==> config.mk <==
export PLATFORM = sky130hd
export DESIGN_NAME = mru_bond_table_core
export DESIGN_NICKNAME = d
export VERILOG_FILES = /design/src/hw/rtl/mbt_pkg.sv /design/src/hw/rtl/mbt_ctrl.sv /design/src/hw/rtl/mbt_datapath.sv /design/src/hw/rtl/mru_bond_table_core.sv
export SDC_FILE = /design/constraint.sdc
export NUM_CORES = 1
export LEC_CHECK = 0
export BUFFER_PORTS_ARGS = -buffer_cell sky130_fd_sc_hd__buf_2
export CAP_MARGIN = 30
export CELL_PAD_IN_SITES_DETAIL_PLACEMENT = 0
export CELL_PAD_IN_SITES_GLOBAL_PLACEMENT = 1
export CORE_MARGIN = 2
export CORE_UTILIZATION = 50
export CTS_CLUSTER_DIAMETER = 50
export DETAILED_ROUTE_END_ITERATION = 8
export MAX_ROUTING_LAYER = met4
export PLACE_DENSITY = 0.86
export RECOVER_POWER = 100
export SLEW_MARGIN = 20
export SYNTH_ARGS = -nofsm -noshare
export SYNTH_HDL_FRONTEND = slang
export SYNTH_SLANG_ARGS = --single-unit
==> constraint.sdc <==
create_clock -name i_clk -period 17.7 [get_ports i_clk]
set_input_delay 2.655 -clock i_clk [delete_from_list [all_inputs] [get_ports i_clk]]
set_output_delay 2.655 -clock i_clk [all_outputs]
set_load 0.1 [all_outputs]
==> src/hw/rtl/mbt_pkg.sv <==
// ----------------------------------------------------------------------------
// mbt_pkg: shared types and constants of the mru bond table
// command codes, datapath operations, datapath status and read selects
// ----------------------------------------------------------------------------
package mbt_pkg;

    localparam int ENTRIES = 8;
    localparam int IDX_W   = $clog2(ENTRIES);
    localparam int CNT_W   = 4;
    localparam int CMD_W   = 3;
    localparam int ADDR_W  = 48;
    localparam int STAMP_W = 32;

    localparam logic [CNT_W-1:0] FULL_COUNT = CNT_W'(ENTRIES);
    localparam logic [IDX_W-1:0] LAST_IDX   = IDX_W'(ENTRIES - 1);

    typedef enum logic [CMD_W-1:0] {
        CMD_FIND       = 3'd0,
        CMD_ADD        = 3'd1,
        CMD_TOUCH      = 3'd2,
        CMD_FORGET     = 3'd3,
        CMD_FORGET_ALL = 3'd4,
        CMD_GET        = 3'd5
    } t_cmd;

    typedef enum logic [3:0] {
        OP_NONE,
        OP_LATCH,
        OP_SCAN,
        OP_BUMP,
        OP_APPEND,
        OP_CLEAR,
        OP_MOVE_L,
        OP_MOVE_R,
        OP_SHIFT,
        OP_LOAD_OUT
    } t_dp_op;

    typedef enum logic [1:0] {
        RD_CUR,
        RD_PREV,
        RD_NEXT,
        RD_POS
    } t_rd_sel;

    typedef struct packed {
        t_dp_op  op;
        t_rd_sel rd_sel;
    } t_dp_cmd;

    typedef struct packed {
        logic [CMD_W-1:0] cmd;
        logic             hit;
        logic             match;
        logic             scan_last;
        logic             can_l;
        logic             place_l;
        logic             can_r;
        logic             at_end;
        logic             out_free;
    } t_dp_stat;

endpackage

==> src/hw/rtl/mbt_ctrl.sv <==
// ----------------------------------------------------------------------------
// mbt_ctrl: command sequencer of the mru bond table
// walks scan, decision, reposition or compaction, and result load
// ----------------------------------------------------------------------------
module mbt_ctrl
    import mbt_pkg::*;
(
    input  logic     i_clk,
    input  logic     i_rst_n,
    input  logic     i_start,
    input  t_dp_stat i_stat,
    output logic     o_idle,
    output t_dp_cmd  o_cmd
);

    typedef enum logic [6:0] {
        S_IDLE   = 7'b0000001,
        S_SCAN   = 7'b0000010,
        S_ACT    = 7'b0000100,
        S_MOVE_L = 7'b0001000,
        S_MOVE_R = 7'b0010000,
        S_SHIFT  = 7'b0100000,
        S_DONE   = 7'b1000000
    } t_state;

    t_state r_state;
    t_state n_state;

    always_ff @(posedge i_clk) begin
        if (!i_rst_n) begin
            r_state <= S_IDLE;
        end else begin
            r_state <= n_state;
        end
    end

    always_comb begin
        n_state  = r_state;
        o_cmd.op = OP_NONE;

        // read select depends on state only
        unique case (r_state)
            S_MOVE_L:          o_cmd.rd_sel = RD_PREV;
            S_MOVE_R, S_SHIFT: o_cmd.rd_sel = RD_NEXT;
            S_DONE:            o_cmd.rd_sel = RD_POS;
            default:           o_cmd.rd_sel = RD_CUR;
        endcase

        unique case (r_state)
            S_IDLE: begin
                if (i_start) begin
                    o_cmd.op = OP_LATCH;
                    n_state  = S_SCAN;
                end
            end
            S_SCAN: begin
                o_cmd.op = OP_SCAN;
                if (i_stat.match || i_stat.scan_last) begin
                    n_state = S_ACT;
                end
            end
            S_ACT: begin
                unique case (i_stat.cmd)
                    CMD_ADD: begin
                        o_cmd.op = i_stat.hit ? OP_BUMP : OP_APPEND;
                        n_state  = S_MOVE_L;
                    end
                    CMD_TOUCH: begin
                        if (i_stat.hit) begin
                            o_cmd.op = OP_BUMP;
                            n_state  = S_MOVE_L;
                        end else begin
                            n_state = S_DONE;
                        end
                    end
                    CMD_FORGET: begin
                        n_state = i_stat.hit ? S_SHIFT : S_DONE;
                    end
                    CMD_FORGET_ALL: begin
                        o_cmd.op = OP_CLEAR;
                        n_state  = S_DONE;
                    end
                    default: begin
                        n_state = S_DONE;
                    end
                endcase
            end
            S_MOVE_L: begin
                o_cmd.op = OP_MOVE_L;
                if (!i_stat.can_l) begin
                    n_state = i_stat.place_l ? S_DONE : S_MOVE_R;
                end
            end
            S_MOVE_R: begin
                o_cmd.op = OP_MOVE_R;
                if (!i_stat.can_r) begin
                    n_state = S_DONE;
                end
            end
            S_SHIFT: begin
                o_cmd.op = OP_SHIFT;
                if (i_stat.at_end) begin
                    n_state = S_DONE;
                end
            end
            S_DONE: begin
                if (i_stat.out_free) begin
                    o_cmd.op = OP_LOAD_OUT;
                    n_state  = S_IDLE;
                end
            end
            default: begin
                n_state = S_IDLE;
            end
        endcase
    end

    assign o_idle = (r_state == S_IDLE);

endmodule

==> src/hw/rtl/mbt_datapath.sv <==
// ----------------------------------------------------------------------------
// mbt_datapath: slot storage, use counter and result register
// one read port and one write port on the slot array per cycle
// ----------------------------------------------------------------------------
module mbt_datapath
    import mbt_pkg::*;
(
    input  logic               i_clk,
    input  logic               i_rst_n,
    input  t_dp_cmd            i_cmd,
    input  logic [CMD_W-1:0]   i_command,
    input  logic [ADDR_W-1:0]  i_device_address,
    input  logic [IDX_W-1:0]   i_position_in,
    input  logic               i_out_ready,
    output t_dp_stat           o_stat,
    output logic               o_out_valid,
    output logic               o_status,
    output logic [IDX_W-1:0]   o_position_out,
    output logic [ADDR_W-1:0]  o_entry_address,
    output logic [STAMP_W-1:0] o_entry_stamp,
    output logic [CNT_W-1:0]   o_entry_count
);

    logic [ADDR_W-1:0]  r_slot_addr  [ENTRIES];
    logic [STAMP_W-1:0] r_slot_stamp [ENTRIES];

    logic [CNT_W-1:0]   r_count;
    logic [STAMP_W-1:0] r_tally;
    logic [IDX_W-1:0]   r_idx;
    logic               r_hit;
    logic               r_moved;
    logic [CMD_W-1:0]   r_cmd;
    logic [ADDR_W-1:0]  r_key;
    logic [IDX_W-1:0]   r_pos;
    logic [STAMP_W-1:0] r_mov_stamp;

    logic               r_out_valid;
    logic               r_out_status;
    logic [IDX_W-1:0]   r_out_pos;
    logic [ADDR_W-1:0]  r_out_addr;
    logic [STAMP_W-1:0] r_out_stamp;
    logic [CNT_W-1:0]   r_out_count;

    logic [IDX_W-1:0]   rd_idx;
    logic [ADDR_W-1:0]  rd_addr;
    logic [STAMP_W-1:0] rd_stamp;
    logic [CNT_W-1:0]   idx_ext;
    logic               in_range;
    logic               at_end;
    logic               match;
    logic               can_l;
    logic               can_r;
    logic               place_l;
    logic               out_free;
    logic [STAMP_W-1:0] tally_inc;

    logic               n_out_status;
    logic [IDX_W-1:0]   n_out_pos;
    logic [ADDR_W-1:0]  n_out_addr;
    logic [STAMP_W-1:0] n_out_stamp;

    always_comb begin
        unique case (i_cmd.rd_sel)
            RD_PREV: rd_idx = r_idx - IDX_W'(1);
            RD_NEXT: rd_idx = r_idx + IDX_W'(1);
            RD_POS:  rd_idx = r_pos;
            default: rd_idx = r_idx;
        endcase
    end

    assign rd_addr  = r_slot_addr[rd_idx];
    assign rd_stamp = r_slot_stamp[rd_idx];

    assign idx_ext   = {1'b0, r_idx};
    assign in_range  = idx_ext < r_count;
    assign at_end    = (idx_ext + CNT_W'(1)) >= r_count;
    assign match     = in_range && (rd_addr == r_key);
    // insertion step: newer stamp passes strictly older ones
    assign can_l     = (r_idx != '0) && (rd_stamp < r_mov_stamp);
    assign can_r     = !at_end && (rd_stamp > r_mov_stamp);
    assign place_l   = r_moved || at_end;
    assign out_free  = !r_out_valid || i_out_ready;
    assign tally_inc = r_tally + STAMP_W'(1);

    always_comb begin
        o_stat.cmd       = r_cmd;
        o_stat.hit       = r_hit;
        o_stat.match     = match;
        o_stat.scan_last = at_end;
        o_stat.can_l     = can_l;
        o_stat.place_l   = place_l;
        o_stat.can_r     = can_r;
        o_stat.at_end    = at_end;
        o_stat.out_free  = out_free;
    end

    // result fields
    always_comb begin
        n_out_status = 1'b0;
        n_out_pos    = '0;
        n_out_addr   = '0;
        n_out_stamp  = '0;
        unique case (r_cmd)
            CMD_FIND: begin
                n_out_status = !r_hit;
                n_out_pos    = r_hit ? r_idx : '0;
            end
            CMD_ADD: begin
                n_out_status = 1'b0;
            end
            CMD_TOUCH, CMD_FORGET: begin
                n_out_status = !r_hit;
            end
            CMD_FORGET_ALL: begin
                n_out_status = 1'b0;
            end
            CMD_GET: begin
                n_out_pos = r_pos;
                if ({1'b0, r_pos} < r_count) begin
                    n_out_addr  = rd_addr;
                    n_out_stamp = rd_stamp;
                end else begin
                    n_out_status = 1'b1;
                end
            end
            default: begin
                n_out_status = 1'b1;
            end
        endcase
    end

    // payload: slots, latched item, result
    always_ff @(posedge i_clk) begin
        unique case (i_cmd.op)
            OP_LATCH: begin
                r_cmd <= i_command;
                r_key <= i_device_address;
                r_pos <= i_position_in;
            end
            OP_BUMP, OP_APPEND: begin
                r_mov_stamp <= tally_inc;
            end
            OP_MOVE_L: begin
                if (can_l) begin
                    r_slot_addr[r_idx]  <= rd_addr;
                    r_slot_stamp[r_idx] <= rd_stamp;
                end else if (place_l) begin
                    r_slot_addr[r_idx]  <= r_key;
                    r_slot_stamp[r_idx] <= r_mov_stamp;
                end
            end
            OP_MOVE_R: begin
                if (can_r) begin
                    r_slot_addr[r_idx]  <= rd_addr;
                    r_slot_stamp[r_idx] <= rd_stamp;
                end else begin
                    r_slot_addr[r_idx]  <= r_key;
                    r_slot_stamp[r_idx] <= r_mov_stamp;
                end
            end
            OP_SHIFT: begin
                if (!at_end) begin
                    r_slot_addr[r_idx]  <= rd_addr;
                    r_slot_stamp[r_idx] <= rd_stamp;
                end
            end
            OP_LOAD_OUT: begin
                r_out_status <= n_out_status;
                r_out_pos    <= n_out_pos;
                r_out_addr   <= n_out_addr;
                r_out_stamp  <= n_out_stamp;
                r_out_count  <= r_count;
            end
            default: begin
            end
        endcase
    end

    // control: count, use counter, slot index, flags
    always_ff @(posedge i_clk) begin
        if (!i_rst_n) begin
            r_count     <= '0;
            r_tally     <= '0;
            r_idx       <= '0;
            r_hit       <= 1'b0;
            r_moved     <= 1'b0;
            r_out_valid <= 1'b0;
        end else begin
            unique case (i_cmd.op)
                OP_LATCH: begin
                    r_idx <= '0;
                    r_hit <= 1'b0;
                end
                OP_SCAN: begin
                    if (match) begin
                        r_hit <= 1'b1;
                    end else if (!at_end) begin
                        r_idx <= r_idx + IDX_W'(1);
                    end
                end
                OP_BUMP: begin
                    r_tally <= tally_inc;
                    r_moved <= 1'b0;
                end
                OP_APPEND: begin
                    r_tally <= tally_inc;
                    r_moved <= 1'b0;
                    if (r_count == FULL_COUNT) begin
                        // full table: the oldest entry in the last slot is dropped
                        r_idx <= LAST_IDX;
                    end else begin
                        r_idx   <= r_count[IDX_W-1:0];
                        r_count <= r_count + CNT_W'(1);
                    end
                end
                OP_CLEAR: begin
                    r_count <= '0;
                end
                OP_MOVE_L: begin
                    if (can_l) begin
                        r_idx   <= r_idx - IDX_W'(1);
                        r_moved <= 1'b1;
                    end
                end
                OP_MOVE_R: begin
                    if (can_r) begin
                        r_idx <= r_idx + IDX_W'(1);
                    end
                end
                OP_SHIFT: begin
                    if (!at_end) begin
                        r_idx <= r_idx + IDX_W'(1);
                    end else begin
                        r_count <= r_count - CNT_W'(1);
                    end
                end
                default: begin
                end
            endcase

            if (i_cmd.op == OP_LOAD_OUT) begin
                r_out_valid <= 1'b1;
            end else if (i_out_ready) begin
                r_out_valid <= 1'b0;
            end
        end
    end

    assign o_out_valid     = r_out_valid;
    assign o_status        = r_out_status;
    assign o_position_out  = r_out_pos;
    assign o_entry_address = r_out_addr;
    assign o_entry_stamp   = r_out_stamp;
    assign o_entry_count   = r_out_count;

endmodule

==> src/hw/rtl/mru_bond_table_core.sv <==
// ----------------------------------------------------------------------------
// mru_bond_table_core: most recently used table of 48-bit device addresses
// sequence: a slot scan that visits the slots in order (at least one, up to
// count), then the reposition or compaction pass, then the result load
// throughput: one command at a time; the next input beat is taken only after
// the result is loaded, which waits until the output register is free
// reset: synchronous active low, empties the table and clears the use counter
// ----------------------------------------------------------------------------
module mru_bond_table_core
    import mbt_pkg::*;
(
    input  logic        i_clk,
    input  logic        i_rst_n,
    // input beat
    input  logic        i_s_tvalid,
    output logic        o_s_tready,
    input  logic [55:0] i_s_tdata,   // device_address[47:0], position_in[50:48], zero pad
    input  logic [2:0]  i_s_tuser,   // command[2:0]
    // result beat
    output logic        o_m_tvalid,
    input  logic        i_m_tready,
    output logic [87:0] o_m_tdata,   // position_out[2:0], entry_address[50:3],
                                     // entry_stamp[82:51], entry_count[86:83], zero pad
    output logic [0:0]  o_m_tuser    // status[0]
);

    t_dp_cmd            dp_cmd;
    t_dp_stat           dp_stat;
    logic               idle;
    logic               start;
    logic               res_status;
    logic [IDX_W-1:0]   res_pos;
    logic [ADDR_W-1:0]  res_addr;
    logic [STAMP_W-1:0] res_stamp;
    logic [CNT_W-1:0]   res_count;

    // a new command is taken only while the sequencer is idle and out of reset;
    // a finished result can still sit in the output register waiting for its
    // consumer
    assign o_s_tready = idle && i_rst_n;
    assign start      = i_s_tvalid && o_s_tready;

    mbt_ctrl u_ctrl (
        .i_clk   (i_clk),
        .i_rst_n (i_rst_n),
        .i_start (start),
        .i_stat  (dp_stat),
        .o_idle  (idle),
        .o_cmd   (dp_cmd)
    );

    // slots stay sorted newest stamp first; add and touch move one entry
    // left past older stamps, or right past newer ones after a counter wrap
    mbt_datapath u_datapath (
        .i_clk            (i_clk),
        .i_rst_n          (i_rst_n),
        .i_cmd            (dp_cmd),
        .i_command        (i_s_tuser),
        .i_device_address (i_s_tdata[47:0]),
        .i_position_in    (i_s_tdata[50:48]),
        .i_out_ready      (i_m_tready),
        .o_stat           (dp_stat),
        .o_out_valid      (o_m_tvalid),
        .o_status         (res_status),
        .o_position_out   (res_pos),
        .o_entry_address  (res_addr),
        .o_entry_stamp    (res_stamp),
        .o_entry_count    (res_count)
    );

    // entry_count is captured with the rest of the result, so a following
    // command accepted while this beat waits cannot change it
    assign o_m_tdata = {1'b0, res_count, res_stamp, res_addr, res_pos};
    assign o_m_tuser = res_status;

endmodule

# Word-level counts from Yosys, hierarchy flattened
# Memories as Yosys holds them, arrays and structs flattened.
# Index checks and enable logic that the tools add are counted.
totals:
  reg_bits: 223
  latch_bits: 0
  ram_bits: 640
  romBits: 0
  input_bits: 63
  output_inout_bits: 91
  elab_cells: 165
  n_memories: 2
classes:
  add_sub_neg: 6
  n_mul: 0
  div_mod_pow: 0
  magnitude_cmp: 5
  eq_ne: 38
  n_shift: 0
  n_mux: 62
  bitwise_logic: 8
  n_reduce_logical: 28
memory_table:
  columns: ["name", "words", "word_bits", "read_ports", "rd_clocked_by_memory_dff", "write_ports", "line", "source"]
  rows:
  - ["u_datapath.r_slot_addr", 8, 48, 1, 0, 1, "mbt_datapath.sv:24", "logic [ADDR_W-1:0] r_slot_addr [ENTRIES];"]
  - ["u_datapath.r_slot_stamp", 8, 32, 1, 0, 1, "mbt_datapath.sv:25", "logic [STAMP_W-1:0] r_slot_stamp [ENTRIES];"]
ops:
  columns: ["op", "n"]
  rows:
  - ["$mux 48", 4]
  - ["$mux 32", 4]
  - ["$mux 7", 9]
  - ["$pmux 7 s7", 1]
  - ["$eq 48x48->1", 1]
  - ["$add 32x1->32 const B", 1]
  - ["$gt 32x32->1", 1]
  - ["$lt 32x32->1", 1]
  - ["$pmux 4 s7", 1]
  - ["$pmux 4 s3", 2]
  - ["$mux 1", 22]
  - ["$mux 3", 7]
  - ["$pmux 7 s3", 1]
  - ["$pmux 3 s6", 1]
  - ["$eq 4x3->1 const B", 4]
  - ["$ne 2x1->1 const B", 8]
  - ["$eq 4x4->1 const B", 3]
  - ["$mux 4", 3]
  - ["$pmux 3 s3", 1]
  - ["$eq 4x2->1 const B", 2]
  - ["$lt 3x4->1", 2]
  - ["$ne 2x2->1 const B", 4]
  - ["$or 1x1->1", 8]
  - ["$eq 7x1->1 const B", 1]
  - ["36 further kinds", 55]

# Longest topological paths before layout
# Gate-level depths: netlist (run 1).
# An unclocked memory read counts as a cell.
logic_depth:
  depth_word: 15
  depth_mapped: 34
  mapped_depth_nobuf: 26

# Cells and area by module
# From an unflattened synthesis (run 1), not the netlist that was laid out.
unflattened:
  cells_unflattened: 3939
  area_unflattened_um2: 44959.4
by_module_without_submodules:
  columns: ["mod", "n_inst", "cells_per_inst", "area_each_um2", "seq_area_each_um2"]
  rows:
  - ["mbt_datapath", 1, 3843, 44232.4, 25284.2]
  - ["mbt_ctrl", 1, 92, 703.2, 140.1]
  - ["mru_bond_table_core", 1, 4, 23.8, 0.0]

# Least setup slack after synthesis (run 1)
# No wires, ideal clock.
synth_path:
  kind: "flip-flop to flip-flop"
  from: "reg u_datapath.r_idx[0]"
  to: "mem u_datapath.r_slot_addr[0][0] (enable)"
  t_arrival_ns: 13.068
  required_time_ns: 16.985
  path_slack_ns: 3.917
  path_stages_with_launch: 31
  n_path_buf: 7
  cell_sequence: "dfxtp_1 -> clkbuf_1 -> inv_1 -> ha_1 -> inv_1 -> or4_1 -> nand4_1 -> o221a_2 -> buf_2 -> buf_2 -> buf_2 -> buf_2 -> clkbuf_1 -> clkbuf_1 -> nand2_1 -> nand3_1 -> nand3_1 -> nand2_1 -> ha_1 -> nor2b_1 -> o21a_1 -> o21a_1 -> o21a_1 -> o21a_1 -> o211ai_1 -> a21oi_1 -> o21ai_0 -> nand3_1 -> a21oi_1 -> nor3_1 -> nor4_1"
synth_via:
  elab_chain_len: 12
  elab_cells_between_ends: 33
  cone_classes: "add/sub (3); order compare (3); mux (17); bitwise (4); reduce/logical (5); memory (1)"
synth_rtl:
  columns: ["element", "line", "source"]
  rows:
  - ["from (decl)", "mbt_datapath.sv:29", "logic [IDX_W-1:0] r_idx;"]
  - ["from (signal assigned)", "mbt_datapath.sv:198", "r_idx <= r_idx + IDX_W'(1);"]
  - ["from (signal assigned)", "mbt_datapath.sv:212", "r_idx <= r_count[IDX_W-1:0];"]
  - ["from (signal assigned)", "mbt_datapath.sv:221", "r_idx <= r_idx - IDX_W'(1);"]
  - ["$add 3x1->3 / $sub 3x1->3 (equally long branches)", "mbt_datapath.sv:65, mbt_datapath.sv:64", null]
  - ["$pmux 3 s3 *", "mbt_datapath.sv:63", "unique case (i_cmd.rd_sel)"]
  - ["$mem_v2 8x32 *", null, null]
  - ["via u_datapath.rd_stamp[1]", "mbt_datapath.sv:46", "logic [STAMP_W-1:0] rd_stamp;"]
  - ["$lt 32x32->1", "mbt_datapath.sv:79", "assign can_l = (r_idx != '0) && (rd_stamp < r_mov_stamp);"]
  - ["$logic_and 1x1->1", "mbt_datapath.sv:79", null]
  - ["$mux 1", "mbt_datapath.sv:144", "if (can_l) begin"]
  - ["$mux 1", "mbt_datapath.sv:134", "unique case (i_cmd.op)"]
  - ["$mux 1, on equally long branches", "mbt_datapath.sv:145, mbt_datapath.sv:148", null]
  - ["$or 1x1->1 (no source line) (2 in series)", null, null]
  - ["$or 1x1->1 (no source line) * (2 in series)", null, null]
  - ["to (decl)", "mbt_datapath.sv:24", null]
# Mark *: on every way through the listed nets, which the timed path passes. The rest lies on a longest branch.

# Final worst setup path (run 1)
layout_path:
  from: "reg u_datapath.r_idx[0]"
  to: "mem u_datapath.r_slot_stamp[4][12] (data pin)"
layout_via:
  elab_chain_len: 12
  elab_cells_between_ends: 30
  cone_classes: "add/sub (3); order compare (3); mux (18); reduce/logical (5); memory (1)"
layout_rtl:
  columns: ["element", "line", "source"]
  rows:
  - ["$add 3x1->3 / $sub 3x1->3 (equally long branches)", "mbt_datapath.sv:65, mbt_datapath.sv:64", null]
  - ["$pmux 3 s3 *", "mbt_datapath.sv:63", null]
  - ["$mem_v2 8x32 *", null, null]
  - ["via u_datapath.rd_stamp[29]", "mbt_datapath.sv:46", null]
  - ["$lt 32x32->1", "mbt_datapath.sv:79", null]
  - ["$logic_and 1x1->1", "mbt_datapath.sv:79", null]
  - ["$mux 1", "mbt_datapath.sv:144", null]
  - ["$mux 1", "mbt_datapath.sv:134", null]
  - ["$mux 1 (implied by the code)", "mbt_datapath.sv:149", "r_slot_stamp[r_idx] <= r_mov_stamp;"]
  - ["$mux 32 (no source line) (2 in series)", null, null]
  - ["$mux 32 (no source line) * (2 in series)", null, null]
  - ["to (decl)", "mbt_datapath.sv:25", null]
# Marked as above.

==> metrics.md, run 1 <==
| Metric | Value |
|---|---|
| Outcome | finished with violations |
| Violated checks | max-capacitance violations, max-slew violations |
| Layout Nets | 3426 |
| Total gr overflow | 0 |
| Mapped Avg Cell Area | roughly 12 um^2 |
| Min cycle time layout | 12230 ps |
| CP top delay family | buffers and inverters |
| Final ANT Viol Nets | 0 |
| Share of layout cells above drive strength 1 | 0.0886 |
| Initial cell density of the core | 0.504 |
| Placed cell count | 4253 |
| Root buffer cell | clkbuf_16 |
| Max FO, Critical Path | 78 |
| Largest net degree at the start of global routing | 90 |
| Final Setup Violations | 0 |
| Min Hold Slack | 493 ps |
| EDFF count, synth | 814 |
| Final hold violation count | 0 |
| Gr usage total | 0.249 |
| CTS tree | built |
| N_diodes | 0 |
| Critical Path AT | 12470 ps |
| DRT iter0 DRCs | about 2700 |
| DIE HEIGHT | 284 um |
| Drt pass-1 iters | 6 |
| Post_cts resized | 0 |
| Post-DP Area | 40700 um^2 |
| Most frequent cell after synthesis | edfxtp_1 |
| Setup crit end kind | flip-flop |
| Clk buf depth | 3 |
| Ys flop type | edfxtp_1 |
| CORE AREA | between 70000 and 80000 um^2 |
| Cell Rows | 102 |
| FILL cells | 6291 |
| Synth cell count leaders | edfxtp_1 (814), nand2_1 (503), nand3_1 (285), nor2_1 (172), o21ai_0 (147) |
| Skew-Pair Late Insertion Delay | 660 ps |
| Synthesis-stage register bit count | 863 |
| H-tree depth | 3 |
| Tcrit/Tclk final | 0.691 |
| Full die area | 80400 um^2 |
| Max Cap Viol | 13 |
| Num CTS Buffers | 99 |
| Ranking of synthesized cells by area | edfxtp_1 (63%), nand2_1 (4.8%), nand3_1 (3.7%) |
| Worst clock skew | 24.3 ps |
| Fmax | about 82 MHz |
| Cell taking the most area after synthesis | edfxtp_1 |
| Initial antenna violation count | 2 |
| Mapped cell area | 39100 um^2 |
| Die Wd | 284 um |
| Worst setup SP type | flip-flop |
| Worst Hold Class | reg2reg |
| Vias per cell | ~6 |
| Worst-path clk slew | approximately 60 ps |
| Global-route wire length before repair | 150 mm |
| CP peak stage delay | about 2200 ps |
| CP max-delay cell | nand2_1 |
| Leakage | 0.0151 uW |
| Crit path kind | reg2reg |
| Port bufs | approximately 150 |
| Actual slew at the worst max-slew pin | 3950 ps |
| Core Util, Final | 0.563 |
| DR WL/cell | 22.3 um |
| Syn nets | ~3300 |
| Async SR Flop Fraction | 0 |
| Synth warn | 0 |
| Fin cells | approximately 4400 |
| Setup TNS Final | 0 ps |
| Post-CTS Setup Bufs | 0 |
| Peak supply drop | 0.106 mV |
| Final HPWL DP | 56.0 mm |
| Area Growth Syn to Fin | 11.7% |
| DRC viols | 0 |
| Finished Cell Area | 43600 um^2 |
| Vias in the first global route | about 25000 |
| Critical Path, Cell by Cell | inv_1 > ha_1 > xnor2_1 > nor4_1 > a31o_2 > o21ai_4 > clkbuf_1 > nand2_1 > clkbuf_1 > nand2_1 > nand3_1 > nand3_1 > nand2_1 > ha_1 > and4_1 > nand3_1 > nor3_1 > o21ai_0 > a221o_1 > a22oi_2 > buf_4 > o21ai_0 |
| CP required | ~18000 ps |
| Slew HR | -1.63 |
| DRT Wirelength | between 90 and 100 mm |
| Register area share after synthesis | 0.651 |
| Gpl congestion | 0.855 |
| Top Ports | 154 |
| Fin. max-slew vios | 627 |
| Vias | 26400 |
| CTS sink cnt | 863 |
| Cts hold-fix bufs | 0 |
| Mapped Cells | between 3000 and 4000 |
| RSZ-0062 raised after global routing | false |
| Synth unique cells | 100 |
| Power Dens Cells | 134 nW/um^2 |
| Share of the synthesized area in the top cell type | 0.626 |
| WP buf/inv | 4 |
## metrics by stage
step	power (uW)	setup slack, ps
floorplan	3500	3920
global placement	3860	8830
detailed placement	3890	9230
CTS	5880	9160
global route	6120	4650
finish	5870	5470
## final timing paths
check,startpoint,endpoint,slack (ps),depth (start not counted)
worst max-delay path,u_datapath.r_idx[0],u_datapath.r_slot_stamp[4][12],5470,22
worst min-delay path,u_datapath.r_tally[1],u_datapath.r_tally[1],490,2
worst max register to register,u_datapath.r_idx[0],u_datapath.r_slot_stamp[4][12],5470,22
worst min register to register,u_datapath.r_tally[1],u_datapath.r_tally[1],490,2
## cells in the final DEF (no fill, tap or decap), drive strengths merged, types with 24 or more instances in the layout
cell type	netlist	final
edfxtp	814	814
nand2	504	504
nand3	286	286
clkbuf	131	227
nor2	174	174
o21ai	149	149
a21oi	90	90
buf	94	90
and3	70	70
inv	59	63
xnor2	59	59
nor3	57	57
mux2i	53	53
nor2b	51	51
dfxtp	49	49
a211oi	48	48
ha	47	47
clkinv	0	41
and2	39	39
nand4	38	38
xor2	35	35
a31oi	28	28
a21boi	25	25
mux2	24	24
## worst min-delay path, cell delays in order (launching register included)
cell and delay, ps:
dfxtp_1 320, nand2_1 50, a21boi_0 60
## logic make-up after synthesis
family,share of synthesized area
flops,0.651
simple gates,0.162
fa+ha+maj,0.0156
compound gates,0.0949
mux,0.0241
other cells,0.0000960
xor+xnor,0.0211
buf+inv,0.0320
## power by group
group	switching (uW)	total, uW	leakage [uW]	internal, uW
clock network	812	2000	0.00155	1190
registers	36.2	2510	0.00773	2480
logic	937	1350	0.00583	415
## final cells by class
type                            count  area [um^2]  share of cell area
Sequential cell                   863        25400               0.583
Multi-Input combinational cell   2090        12500               0.286
Clock buffer                      116         2570              0.0589
Tap cell                         1040         1300              0.0298
Timing Repair Buffer              202         1000              0.0229
Clock inverter                     66          648              0.0148
Inverter                           59          221             0.00507
## metal layers
metal / global-route usage / up-vias / routed length [um]
met2: 0.388 / 1173 / 46200
li1: - / 12200 / -
met1: 0.341 / 12900 / 42200
met5: - / - / 0
met4: 0.0708 / 0 / 2380
met3: 0.0379 / 190 / 8130
## flip-flops by register name, summed over array words and instances (netlist names)
| name | flops |
|---|---|
| u_datapath.r_pos | 3 |
| u_ctrl.r_state | 7 |
| u_datapath.o_out_valid | 1 |
| u_datapath.o_entry_stamp | 32 |
| u_datapath.o_status | 1 |
| u_datapath.r_key | 48 |
| u_datapath.r_slot_addr | 384 |
| u_datapath.o_position_out | 3 |
| u_datapath.r_tally | 32 |
| u_datapath.o_entry_count | 4 |
| u_datapath.r_mov_stamp | 32 |
| u_datapath.r_cmd | 3 |
| u_datapath.r_count | 4 |
| u_datapath.r_idx | 3 |
| u_datapath.r_hit | 1 |
| u_datapath.r_slot_stamp | 256 |
| u_datapath.o_entry_address | 48 |
| u_datapath.r_moved | 1 |
Power figures use the tool's default switching activity.
==> run 2: changes to the inputs <==
--- a/config.mk
+++ b/config.mk
@@ -5,16 +5,17 @@
 export SDC_FILE = /design/constraint.sdc
 export NUM_CORES = 1
 export LEC_CHECK = 0
+export ABC_AREA = 1
 export BUFFER_PORTS_ARGS = -buffer_cell sky130_fd_sc_hd__buf_2
 export CAP_MARGIN = 30
 export CELL_PAD_IN_SITES_DETAIL_PLACEMENT = 0
 export CELL_PAD_IN_SITES_GLOBAL_PLACEMENT = 1
 export CORE_MARGIN = 2
-export CORE_UTILIZATION = 50
+export CORE_UTILIZATION = 45
 export CTS_CLUSTER_DIAMETER = 50
 export DETAILED_ROUTE_END_ITERATION = 8
 export MAX_ROUTING_LAYER = met4
-export PLACE_DENSITY = 0.86
+export PLACE_DENSITY = 0.83
 export RECOVER_POWER = 100
 export SLEW_MARGIN = 20
 export SYNTH_ARGS = -nofsm -noshare
==> constraint.sdc (replaced) <==
create_clock -name i_clk -period 10.5 [get_ports i_clk]
set_input_delay 1.575 -clock i_clk [delete_from_list [all_inputs] [get_ports i_clk]]
set_output_delay 1.575 -clock i_clk [all_outputs]
set_load 0.1 [all_outputs]
==> run 2 against run 1 <==
  * The run still ends with max-capacitance violations, max-slew violations left
  * Clock power rose by 69%
  * Register-to-register slack got worse by 3700 ps
  * Non-clock buffer count fell by 12
  * Final area fell by 3.5%
  * Routed wire length fell by 10%
  * Sequential power rose by 83%
  * Worst hold slack got worse by 17 ps
  * Combinational power rose by 100%
  * Setup slack got worse by 3700 ps
  * Core utilization fell by 5.0 points
==> metrics.md, run 2 <==
| Metric | Value |
|---|---|
| Area Growth Syn to Fin | 13.0% (was 11.7%) |
| Ranking of synthesized cells by area | edfxtp_1 (66%), nand2_1 (12%), nand3_1 (3.1%) (was edfxtp_1 (63%), nand2_1 (4.8%), nand3_1 (3.7%)) |
| DRT iter0 DRCs | 1863 (was 2717) |
| H-tree depth | 3 (unchanged) |
| Setup TNS Final | 0 ps (unchanged) |
| Most common cell after layout, fill and taps aside | nand2_1 (was edfxtp_1) |
| Die Wd | 292 um (was 284 um) |
| Switch share | 0.331 (was 0.304) |
| DR WL/cell | 18.9 um (was 22.3 um) |
| Violated checks | max-capacitance violations, max-slew violations (unchanged) |
| RSZ-0062 raised after global routing | false (unchanged) |
| Synth warn | 0 (unchanged) |
| Sequential cell area | 25400 um^2 (unchanged) |
| Post_cts resized | 0 (unchanged) |
| Sequential Power Share | 0.429 (about the same) |
| Total gr overflow | 0 (unchanged) |
| Max Cap Viol | 12 (was 13) |
| Num CTS Buffers | 99 (unchanged) |
| Crit path kind | reg2reg (unchanged) |
| Full die area | 85100 um^2 (was 80400 um^2) |
| CP peak stage delay | 1580 ps (was 2150 ps) |
| Worst-path clk slew | 50 ps (was 60 ps) |
| N_diodes | 0 (unchanged) |
| Root buffer cell | clkbuf_16 (unchanged) |
| Tcrit/Tclk final | 0.832 (was 0.691) |
| Leakage | 0.0161 uW (was 0.0151 uW) |
| Cell Rows | 105 (was 102) |
| Mapped cell area | 37300 um^2 (was 39100 um^2) |
| Clk pwr share | 0.315 (was 0.341) |
| Layout Nets | 3650 (was 3426) |
| EDFF count, synth | 814 (unchanged) |
| Psw | 3550 uW (was 1780 uW) |
| Synth cell count leaders | nand2_1 (1159), edfxtp_1 (814), nand3_1 (233), nor2_1 (225), inv_1 (221) (was edfxtp_1 (814), nand2_1 (503), nand3_1 (285), nor2_1 (172), o21ai_0 (147)) |
| Mapped Cells | 3412 (was 3237) |
| Syn nets | 3523 (was 3348) |
| Drt pass-1 iters | 6 (unchanged) |
| Largest regs | u_datapath.r_slot_addr (384), u_datapath.r_slot_stamp (256) (unchanged) |
| Outcome | finished with violations (unchanged) |
| Port bufs | 147 (unchanged) |
| Final hold violation count | 0 (unchanged) |
| Post-DP Area | 39100 um^2 (was 40700 um^2) |
| Slew HR | -1.81 (was -1.63) |
| Most frequent cell after synthesis | nand2_1 (was edfxtp_1) |
| Cts hold-fix bufs | 0 (unchanged) |
| Fin. max-slew vios | 589 (was 627) |
| Cell-internal power | 7160 uW (was 4080 uW) |
| Biggest register | u_datapath.r_slot_addr (unchanged) |
| Share of layout cells above drive strength 1 | 0.0702 (was 0.0886) |
| Final ANT Viol Nets | 0 (unchanged) |
| CP max-delay cell | clkbuf_1 (was nand2_1) |
| Logic pwr share | 0.256 (was 0.230) |
| Synthesis-stage register bit count | 863 (unchanged) |
| Commonest non-fill, non-tap cells in the layout | nand2_1 (1159), edfxtp_1 (814), nand3_1 (232) (was edfxtp_1 (814), nand2_1 (502), nand3_1 (285)) |
| Gpl congestion | 0.817 (was 0.855) |
| Global-route wire length before repair | 136 mm (was 150 mm) |
| Mapped Avg Cell Area | 10.9 um^2 (was 12.1 um^2) |
| Initial cell density of the core | 0.455 (was 0.504) |
| Min cycle time layout | 8740 ps (was 12230 ps) |
| Ys flop type | edfxtp_1 (unchanged) |
| Vias | 24700 (was 26400) |
| CORE AREA | 82000 um^2 (was 77500 um^2) |
| Finished Cell Area | 42100 um^2 (was 43600 um^2) |
| Synth unique cells | 51 (was 100) |
| Critical Path AT | 9050 ps (was 12470 ps) |
| Vias in the first global route | 23800 (was 25200) |
| Actual slew at the worst max-slew pin | 4220 ps (was 3950 ps) |
| Async SR Flop Fraction | 0 (unchanged) |
| Cell taking the most area after synthesis | edfxtp_1 (unchanged) |
| Share of the synthesized area in the top cell type | 0.656 (was 0.626) |
| Largest net degree at the start of global routing | 148 (was 90) |
| Post-CTS Setup Bufs | 0 (unchanged) |
| Peak supply drop | 0.132 mV (was 0.106 mV) |
| Vias per cell | 5.27 (was 5.96) |
| Final Setup Violations | 0 (unchanged) |
| Worst Hold Class | reg2reg (unchanged) |
| Skew-Pair Late Insertion Delay | 700 ps (was 660 ps) |
| DRC viols | 0 (unchanged) |
| CTS tree | built (unchanged) |
| Top Ports | 154 (unchanged) |
| FILL cells | 7224 (was 6291) |
| Worst setup SP type | flip-flop (unchanged) |
| Initial antenna violation count | 2 (unchanged) |
| Gr usage total | 0.213 (was 0.249) |
| Max FO, Critical Path | 102 (was 78) |
| Power Dens Cells | 254 nW/um^2 (was 134 nW/um^2) |
| Clk buf depth | 3 (unchanged) |
| CP required | 10810 ps (was 17950 ps) |
| Register area share after synthesis | 0.682 (was 0.651) |
| DIE HEIGHT | 292 um (was 284 um) |
| Worst clock skew | 69.3 ps (was 24.3 ps) |
| DRT Wirelength | 88.6 mm (was 98.9 mm) |
| Total chip power | 10700 uW (was 5870 uW) |
| Final HPWL DP | 48.0 mm (was 56.0 mm) |
| Setup crit end kind | flip-flop (unchanged) |
| Max FFs per register | 384 (unchanged) |
| CTS sink cnt | 863 (unchanged) |
| Fmax | 114 MHz (was 81.8 MHz) |
| Multi-input gate area | 10200 um^2 (was 12500 um^2) |
run 2: logic make-up (layout without fill, tap and decap cells):
group                      count (synthesis)  count (layout)  share of synthesized area
xor gates and xnor gates                  33              33                    0.00776
adders and majority gates                 48              48                     0.0163
DFF                                      863             863                      0.682
AOI/OAI and AO/OA                        359             359                     0.0595
and+or+nand+nor                         1714            1714                      0.189
buffers and inverters                    394             602                     0.0451
other                                      1               1                   0.000101
run 2: layout make-up:
cell class | instances | share of cell area
Sequential cell | 863 | 0.604
Tap cell | 1070 | 0.0318
Timing Repair Buffer | 190 | 0.0250
Clock buffer | 112 | 0.0600
Multi-Input combinational cell | 2155 | 0.242
Clock inverter | 70 | 0.0173
Inverter | 230 | 0.0205
run 2: power groups by stage:
stage	Combinational (uW)	Clock (uW)	Sequential [uW]
floorplan	1840	0	4810
global placement	2670	0	4650
detailed placement	2740	0	4660
CTS	2760	3420	4590
global route	3100	3560	4610
finish	2740	3370	4600
run 2: critical path, delay by kind of cell (launching register included):
family	cells	cell delay [ps]
and+or+nand+nor	16	3610
AOI/OAI and AO/OA	4	1200
DFF	1	360
buffers and inverters	7	2810
adders and majority gates	1	320
run 2: path summary, 6_finish.rpt:
path | start | end | slack [ps] | depth (start not counted)
setup / recovery | u_ctrl.r_state[1] | u_datapath.r_slot_addr[5][36] | 1760 | 28
hold / removal | u_datapath.r_moved | u_datapath.r_moved | 480 | 2
setup reg to reg | u_ctrl.r_state[1] | u_datapath.r_slot_addr[5][36] | 1760 | 28
hold reg to reg | u_datapath.r_moved | u_datapath.r_moved | 480 | 2
run 2: metrics by stage:
stage / worst slack [ps] / hold WS (ps) / std cells / utilization
after floorplan: -2130 / 446 / 3412 / -
after global placement: 2380 / 457 / 4502 / 0.476
after detailed placement: 2510 / 470 / 4505 / 0.477
after CTS: 2460 / 478 / 4687 / 0.516
after global routing: 910 / 510 / 4690 / 0.514
final: 1760 / 476 / 4690 / 0.514
run 2: routing by layer:
layer | GRT usage | up-vias | part of all wire
li1 | - | 12000 | -
met1 | 0.283 | 11800 | 0.44
met2 | 0.338 | 767 | 0.47
met3 | 0.0311 | 166 | 0.058
met4 | 0.0738 | 0 | 0.031
met5 | - | - | 0
